==> config.mk <==
export PLATFORM = sky130hd
export DESIGN_NAME = binary_to_decimal_ascii_unit
export DESIGN_NICKNAME = d
export VERILOG_FILES = /design/src/hdl/b2da_pkg.sv /design/src/hdl/binary_to_decimal_ascii_unit.sv /design/src/hdl/b2da_ctrl.sv /design/src/hdl/b2da_dpath.sv
export SDC_FILE = /design/constraint.sdc
export NUM_CORES = 1
export LEC_CHECK = 0
export BUFFER_PORTS_ARGS = -buffer_cell sky130_fd_sc_hd__buf_2
export CAP_MARGIN = 10
export CORE_MARGIN = 4
export CORE_UTILIZATION = 64
export CTS_CLUSTER_DIAMETER = 30
export DETAILED_ROUTE_END_ITERATION = 7
export GPL_ROUTABILITY_DRIVEN = 0
export PLACE_DENSITY = 0.91
export SLEW_MARGIN = 20
export SYNTH_ARGS = -nofsm -noshare
export SYNTH_HDL_FRONTEND = slang
export SYNTH_SLANG_ARGS = --single-unit
export TNS_END_PERCENT = 1
==> constraint.sdc <==
create_clock -name clk -period 4.5 [get_ports clk]
set_clock_uncertainty 0.1 [all_clocks]
set_input_delay 1.125 -clock clk [delete_from_list [all_inputs] [get_ports clk]]
set_output_delay 1.125 -clock clk [all_outputs]
set_load 0.05 [all_outputs]
==> src/hdl/b2da_pkg.sv <==
// Shared types and constants for the binary to decimal ASCII unit.
package b2da_pkg;

  localparam int NUMBER_W   = 32;
  localparam int NUM_DIGITS = 10;
  localparam int BCD_W      = NUM_DIGITS * 4;
  localparam int IDX_W      = $clog2(NUM_DIGITS);
  localparam int ASCII_W    = 6;

  // ASCII '0' with the upper two bits of the byte removed.
  localparam logic [ASCII_W-1:0] ASCII_ZERO = 6'h30;

  typedef enum logic [1:0] {
    ST_IDLE,
    ST_CONV,
    ST_FIND,
    ST_EMIT
  } state_t;

  typedef struct packed {
    logic load;
    logic shift;
    logic find;
    logic emit;
  } dp_cmd_t;

  typedef struct packed {
    logic cnt_zero;
    logic idx_zero;
  } dp_sts_t;

endpackage

==> src/hdl/binary_to_decimal_ascii_unit.sv <==
// Top level of the binary to decimal ASCII unit.
// An item is taken when start is high and busy is low. Its low VALUE_BITS bits are
// converted by a shift-and-add-three register that consumes one bit per cycle,
// followed by a step that finds the leading digit.
// The n digits (1 to 10) then appear on consecutive cycles, most significant first,
// each for a single cycle with out_valid high; out_last_digit marks the final one.
// There is no back-pressure: the receiver must take every digit as it is shown.
// A new item is taken only once busy is low again, after the last digit is shown.
// Values of ten digits or more show their low ten.
module binary_to_decimal_ascii_unit #(
  parameter int VALUE_BITS = 32
) (
  input  logic                          clk,
  input  logic                          rst_n,
  input  logic                          start,
  output logic                          busy,
  input  logic [b2da_pkg::NUMBER_W-1:0] in_number,
  output logic                          out_valid,
  output logic [b2da_pkg::ASCII_W-1:0]  out_ascii_digit,
  output logic                          out_last_digit
);
  import b2da_pkg::*;

  dp_cmd_t cmd;
  dp_sts_t sts;

  b2da_ctrl u_ctrl (
    .clk       (clk),
    .rst_n     (rst_n),
    .start     (start),
    .sts       (sts),
    .cmd       (cmd),
    .busy      (busy),
    .out_valid (out_valid)
  );

  b2da_dpath #(
    .VALUE_BITS (VALUE_BITS)
  ) u_dpath (
    .clk             (clk),
    .in_number       (in_number),
    .cmd             (cmd),
    .sts             (sts),
    .out_ascii_digit (out_ascii_digit),
    .out_last_digit  (out_last_digit)
  );

endmodule

==> src/hdl/b2da_ctrl.sv <==
// Sequencing state machine for the binary to decimal ASCII unit.
module b2da_ctrl (
  input  logic              clk,
  input  logic              rst_n,
  input  logic              start,
  input  b2da_pkg::dp_sts_t sts,
  output b2da_pkg::dp_cmd_t cmd,
  output logic              busy,
  output logic              out_valid
);
  import b2da_pkg::*;

  state_t state_r;
  state_t state_nxt;

  always_ff @(posedge clk) begin
    if (!rst_n) begin
      state_r <= ST_IDLE;
    end else begin
      state_r <= state_nxt;
    end
  end

  always_comb begin
    state_nxt = state_r;
    cmd       = '0;
    busy      = 1'b1;
    out_valid = 1'b0;
    case (state_r)
      ST_IDLE: begin
        busy = 1'b0;
        if (start) begin
          cmd.load  = 1'b1;
          state_nxt = ST_CONV;
        end
      end
      ST_CONV: begin
        cmd.shift = 1'b1;
        if (sts.cnt_zero) begin
          state_nxt = ST_FIND;
        end
      end
      ST_FIND: begin
        cmd.find  = 1'b1;
        state_nxt = ST_EMIT;
      end
      ST_EMIT: begin
        cmd.emit  = 1'b1;
        out_valid = 1'b1;
        if (sts.idx_zero) begin
          state_nxt = ST_IDLE;
        end
      end
      default: begin
        state_nxt = ST_IDLE;
      end
    endcase
  end

endmodule

==> src/hdl/b2da_dpath.sv <==
// Bit-serial double-dabble datapath and digit selection.
module b2da_dpath #(
  parameter int VALUE_BITS = 32
) (
  input  logic                          clk,
  input  logic [b2da_pkg::NUMBER_W-1:0] in_number,
  input  b2da_pkg::dp_cmd_t             cmd,
  output b2da_pkg::dp_sts_t             sts,
  output logic [b2da_pkg::ASCII_W-1:0]  out_ascii_digit,
  output logic                          out_last_digit
);
  import b2da_pkg::*;

  localparam int CNT_W = $clog2(VALUE_BITS);

  logic [VALUE_BITS-1:0]            bin_r, bin_nxt;
  logic [NUM_DIGITS-1:0][3:0]       bcd_r, bcd_nxt;
  logic                             ovf_r, ovf_nxt;
  logic [CNT_W-1:0]                 cnt_r, cnt_nxt;
  logic [IDX_W-1:0]                 idx_r, idx_nxt;
  logic [VALUE_BITS-1:0]            load_val;
  logic [NUM_DIGITS-1:0][3:0]       adj;
  logic [BCD_W-1:0]                 adj_flat;
  logic [IDX_W-1:0]                 top_idx;

  generate
    if (VALUE_BITS <= NUMBER_W) begin : g_trunc
      assign load_val = in_number[VALUE_BITS-1:0];
    end else begin : g_ext
      assign load_val = {{(VALUE_BITS - NUMBER_W){1'b0}}, in_number};
    end
  endgenerate

  // Add three to every digit of five or more before the doubling shift.
  always_comb begin
    for (int i = 0; i < NUM_DIGITS; i++) begin
      adj[i] = (bcd_r[i] >= 4'd5) ? bcd_r[i] + 4'd3 : bcd_r[i];
    end
    adj_flat = adj;
  end

  // Highest non-zero digit; once the value has passed ten digits all ten are shown.
  always_comb begin
    top_idx = '0;
    for (int i = 0; i < NUM_DIGITS; i++) begin
      if (bcd_r[i] != 4'd0) begin
        top_idx = IDX_W'(i);
      end
    end
    if (ovf_r) begin
      top_idx = IDX_W'(NUM_DIGITS - 1);
    end
  end

  always_comb begin
    bin_nxt = bin_r;
    bcd_nxt = bcd_r;
    ovf_nxt = ovf_r;
    cnt_nxt = cnt_r;
    idx_nxt = idx_r;
    if (cmd.load) begin
      bin_nxt = load_val;
      bcd_nxt = '0;
      ovf_nxt = 1'b0;
      cnt_nxt = CNT_W'(VALUE_BITS - 1);
    end else if (cmd.shift) begin
      bin_nxt = {bin_r[VALUE_BITS-2:0], 1'b0};
      bcd_nxt = {adj_flat[BCD_W-2:0], bin_r[VALUE_BITS-1]};
      ovf_nxt = ovf_r | adj_flat[BCD_W-1];
      cnt_nxt = cnt_r - 1'b1;
    end else if (cmd.find) begin
      idx_nxt = top_idx;
    end else if (cmd.emit) begin
      idx_nxt = idx_r - 1'b1;
    end
  end

  always_ff @(posedge clk) begin
    bin_r <= bin_nxt;
    bcd_r <= bcd_nxt;
    ovf_r <= ovf_nxt;
    cnt_r <= cnt_nxt;
    idx_r <= idx_nxt;
  end

  assign sts.cnt_zero   = (cnt_r == '0);
  assign sts.idx_zero   = (idx_r == '0);
  assign out_ascii_digit = ASCII_ZERO + {2'b00, bcd_r[idx_r]};
  assign out_last_digit  = (idx_r == '0);

endmodule

# Word-level counts from Yosys, hierarchy flattened
# Index checks and enable logic that the tools add are counted.
[classes] n_eq_ne=6 n_bitwise=3 n_mux=36 magnitude_cmp=11 reduce_logical=16 add_sub_neg=13
[op_table] operator="2-to-1 mux 32 bit" count=2
[op_table] operator="2-to-1 mux 4 bit" count=16
[op_table] operator="adder 4 x 2 -> 4 bit (second input constant)" count=10
[op_table] operator=">= comparator 4 x 3 -> 1 bit (second input constant)" count=10
[op_table] operator="nonzero test 4 bit" count=9
[op_table] operator="binary-select mux 4 bit (select 4 bit)" count=1
[op_table] operator="2-to-1 mux 3 bit" count=4
[op_table] operator="2-to-1 mux 2 bit" count=5
[op_table] operator="one-hot mux 2 bit (4 select lines)" count=1
[op_table] operator="2-to-1 mux 1 bit" count=7
[op_table] operator="adder 5 x 5 -> 6 bit (first input constant)" count=1
[op_table] operator="!= test 2 bit (second input constant)" count=3
[op_table] operator="AND reduction 3 bit" count=2
[op_table] operator="zero test 5 bit" count=1
[op_table] operator="< comparator 4 x 5 -> 1 bit (second input constant)" count=1
[op_table] operator="subtractor 5 x 1 -> 5 bit (second input constant)" count=1
[op_table] operator="equality test 2 bit (second input constant)" count=2
[op_table] operator="zero test 4 bit" count=1
[op_table] operator="nonzero test 2 bit" count=2
[op_table] operator="subtractor 4 x 1 -> 4 bit (second input constant)" count=1
[op_table] operator="equality test 2 x 1 -> 1 bit (second input constant)" count=1
[op_table] operator="zero test 2 bit" count=1
[op_table] operator="inverter 1 bit" count=2
[op_table] operator="OR 1 bit" count=1
[word_totals] elab_cells=100 ff_bits=84 output_inout_bits=9

# Logic depth before layout (Yosys ltp)
[depth] word_depth=12 depth_mapped=8 mapped_depth_nobuf=6

# By module
# Synthesis repeated with hierarchy kept, for this count alone.
[unflattened] cells_unflattened=439 area_unflattened_um2=4733.3
[modules_own_cells] module="b2da_dpath" cells_per_inst=417 seq_area_each_um2=2001.9 n_inst=1 area_per_inst_um2=4550.6
[modules_own_cells] module="b2da_ctrl" cells_per_inst=22 seq_area_each_um2=40.0 n_inst=1 area_per_inst_um2=182.7

# Least setup slack after synthesis
# Ideal clock, no wire load.
[synth_path] kind="register to output" start="register u_dpath.idx_r[0]" end="output port out_ascii_digit[2] in the netlist's numbering" arrival_time_ps=1765 setup_slack_ps=1510 stages_incl_launch_ff=7 cell_sequence="edfxtp_1 clkbuf_1 buf_4 mux2i_1 nor2_1 mux2i_1 o21ai_1"
[synth_between] elab_chain_len=3
[synth_rtl] element="from (decl)" line_no="b2da_dpath.sv:20" text="logic [IDX_W-1:0] idx_r, idx_nxt;"
[synth_rtl] element="from (signal assigned)" line_no="b2da_dpath.sv:83" text="idx_r <= idx_nxt;"
[synth_rtl] element="binary-select mux 4 bit (select 4 bit)" line_no="b2da_dpath.sv:88" text="assign out_ascii_digit = ASCII_ZERO + {2'b00, bcd_r[idx_r]};"
[synth_rtl] element="2-to-1 mux 4 bit (not written as such)" line_no="b2da_dpath.sv:88"
[synth_rtl] element="adder 5 x 5 -> 6 bit" line_no="b2da_dpath.sv:88"
[synth_rtl] element="to (decl)" line_no="binary_to_decimal_ascii_unit.sv:19" text="output logic [b2da_pkg::ASCII_W-1:0] out_ascii_digit,"
# Every way passes these cells. The select of a mux whose other input is x is not followed.

# Final worst setup path
# Ends and elaborated chain as after synthesis.

==> flow_summary_export.csv <==
group,metric,value,unit
global_route,grt_use_total,24.1,%
floorplanning,rows,31,
global_route,grt_overflow,0,
clock_tree,hold_buffers,0,
floorplanning,num_io_pins,44,
timing,worstMarginPinSlew,0.825,ns
placement,dp_hpwl,6770,um
route,dr.first_iter.drc_count,201,
setup_path,arrival,2.29,ns
final_layout,final_nets,615,
setup_path,startpoint_type,"register",
route,first_pass_iters,5,
pwr,p_leak,2.09,nW
setup_path,rr_endpoint,"u_ctrl.state_r[0]",
synth,ys.flop_type,"dfxtp_1",
route,antenna_left,0,
synth,ys_ff_latch,84,
timing,finalCritPeriodShare,78.2,%
synth,ys_seq_area_share,43.0,%
final_layout,fin_util,72.0,%
placement,port_buffers,41,
timing,maxSlewViolCount,0,
timing,relSlewSlack,44.9,%
floorplanning,die_w,94.1,um
pwr,pwr_density_cell,467,mW/mm2
timing,setup_viol,0,
setup_path,critPathMaxStageDelay,0.85,ns
worst_hold_path,min_path_type,"register to register",
route,drt-total-wl,10000,um
placement,placed_cell_area,0.00499,mm2
synth,synth_edf_count,36,
route,vias,3773,
clock_tree,post-cts-setup-buffers,0,
synth,syn_area,0.00474,mm2
clock_tree,path_clk_slew,0.08,ns
global_route,grt_max_degree,53,
timing,post-route-min-period,3.52,ns
route,drc_errors,0,
final_layout,layout-drive-gt1-share,13.1,%
setup_path,critPathKind,"register to primary output",
clock_tree,cts_buffer_depth,2,
clock_tree,clock_latency,0.36,ns
clock_tree,cts_inserted_buffers,9,
setup_path,r2r_start,"u_dpath.idx_r[0]",
setup_path,r2r_slack,2.00,ns
floorplanning,start_util,65.7,%
route,via_per_inst,5.76,
setup_path,worst-r2r-cell-count,6,
global_route,grt_pass1_wl,16900,um
setup_path,critical_path.slowest_cell,"edfxtp_1",
final_layout,stdcell_area,0.00519,mm2
floorplanning,fp.coreArea,0.00721,mm2
route,wire_per_inst,15.3,um
synth,yosysUniqueCellTypes,41,
clock_tree,cts-resized-gates,0,
worst_hold_path,hold_end,"u_dpath.ovf_r",
timing,rsz0062_at_grt,"no",
worst_hold_path,holdPathStages,1,
clock_tree,htreeDepth,3,
setup_path,cp.required,3.27,ns
global_route,antenna_found_initial,0,
global_route,grt_pass1_vias,3725,
synth,ys.warnings.count,0,
setup_path,path_cells,"mux4_2 > mux2i_1 > o21ai_1 > buf_2",
pwr,peakVddDrop,0.279,mV
floorplanning,die_h,94.1,um
timing,max_freq,284,MHz
clock_tree,clock-sinks,84,
pwr,p_total,2.43,mW
final_layout,synthToLayoutAreaGrowth,9.52,%
floorplanning,dieArea,0.00885,mm2
synth,netlist_instances,521,
setup_path,critPathCaptureType,"primary output",
timing,finalHoldViolations,0,
clock_tree,cts_tree,"built",
synth,async_reset_ff_share,0,%
run_status,status,"finished, final reports clean",
clock_tree,root_buffer,"clkbuf_8",
timing,finalSetupTns,0,ns
run,drv_cap,0,
final_layout,antenna_cells,0,
synth,synth_area_per_cell,9.10,um2
setup_path,critPathMaxFanout,14,
worst_hold_path,hp-start,"u_dpath.ovf_r",
-- Yosys cell counts (all sizes together), types with 2 or more instances --
cell type	number	area, um2
a21oi	21	105
a31oi	2	12.5
and3	2	12.5
buf	6	41.3
clkbuf	20	75.1
dfxtp	48	961
edfxtp	36	1080
ha	29	363
inv	31	116
mux2	10	113
mux2i	9	90.1
mux4	8	180
nand2	117	439
nand2b	11	68.8
nand3	12	60.1
nand3b	14	105
nor2	19	71.3
nor3b	16	120
o21a	11	82.6
o21ai	48	240
o22ai	3	18.8
or3	10	62.6
xnor2	14	123
xor2	11	96.3
-- layer usage --
| layer | vias up | global-route usage (%) | share of wire (%) | wire length (um) |
|---|---|---|---|---|
| li1 | 1836 | - | - | - |
| met1 | 1784 | 29.5 | 41 | 4140 |
| met2 | 133 | 41.8 | 51 | 5090 |
| met3 | 20 | 5.45 | 6.3 | 637 |
| met4 | 0 | 8.18 | 1.7 | 175 |
| met5 | - | 0 | 0 | 0 |
-- worst max path at each step --
stage | startpoint | end | slack (ns)
3_5_place_dp | u_dpath.idx_r[0] | out_ascii_digit[2] | 1.36
5_1_grt | u_dpath.idx_r[0] | out_ascii_digit[2] | 0.85
6_report | u_dpath.idx_r[0] | out_ascii_digit[2] | 0.98
4_1_cts | u_dpath.idx_r[0] | out_ascii_digit[2] | 0.96
3_3_place_gp | u_dpath.idx_r[0] | out_ascii_digit[2] | 1.48
2_1_floorplan | u_dpath.idx_r[0] | out_ascii_digit[2] | 1.51
-- worst max-delay path: cells and delay by family, from the launching register on --
family	cells	cell delay [ns]
DFF	1	0.85
AOI/OAI and AO/OA	1	0.09
buffers and inverters	1	0.23
muxes	2	0.76
-- sequential cells by signal, summed over array words and instances, names as in the netlist --
register        count
u_dpath.bcd_r      40
u_dpath.bin_r      32
u_dpath.cnt_r       5
u_dpath.idx_r       4
u_ctrl.state_r      2
u_dpath.ovf_r       1
-- per-stage QoR --
stage               worst slack (ns)  hold WS, ns  std cells
floorplan                       1.51        0.356        522
global placement                1.48        0.368        638
detailed placement              1.36        0.375        638
CTS                            0.957        0.395        654
global route                   0.847        0.412        655
finish                         0.983        0.393        655
-- layout make-up --
type	count	area [um2]
Clock buffer	9	124
Tap cell	99	124
Fill cell	559	2020
Sequential cell	84	2040
Clock inverter	7	57.6
Multi-Input combinational cell	380	2480
Timing Repair Buffer	45	255
Inverter	31	116
-- report_power, final --
part	switching, mW	internal [mW]	total, mW
sequential	0.0936	1.07	1.17
combinational	0.507	0.254	0.761
clock	0.293	0.207	0.500
total	0.894	1.53	2.43
-- cell families (layout without fill, tap and decap cells) --
family	count (synthesis)	after routing	share of synthesized area, %
compound gates	89	89	10.4
xor+xnor	25	25	4.62
fa+ha+maj	29	29	7.65
buf+inv	58	92	5.09
flops	84	84	43.0
mux	27	27	8.07
other cells	1	2	0.0791
simple gates	208	208	21.0
-- cells in the final DEF (no fill, tap or decap), types with 8 or more instances in the layout --
master    count
a21oi_1      21
buf_2        41
clkbuf_8      9
dfxtp_1      48
edfxtp_1     36
ha_1         28
inv_1        30
mux2_1       10
mux2i_1       9
mux4_2        8
nand2_1     116
nand2b_1     11
nand3_1      12
nand3b_1     14
nor2_1       18
nor3b_1      16
o21a_1       11
o21ai_0      13
o21ai_1      35
or3_1        10
xnor2_1      14
xor2_1       11
No activity file was read; power rests on OpenSTA's default activity.
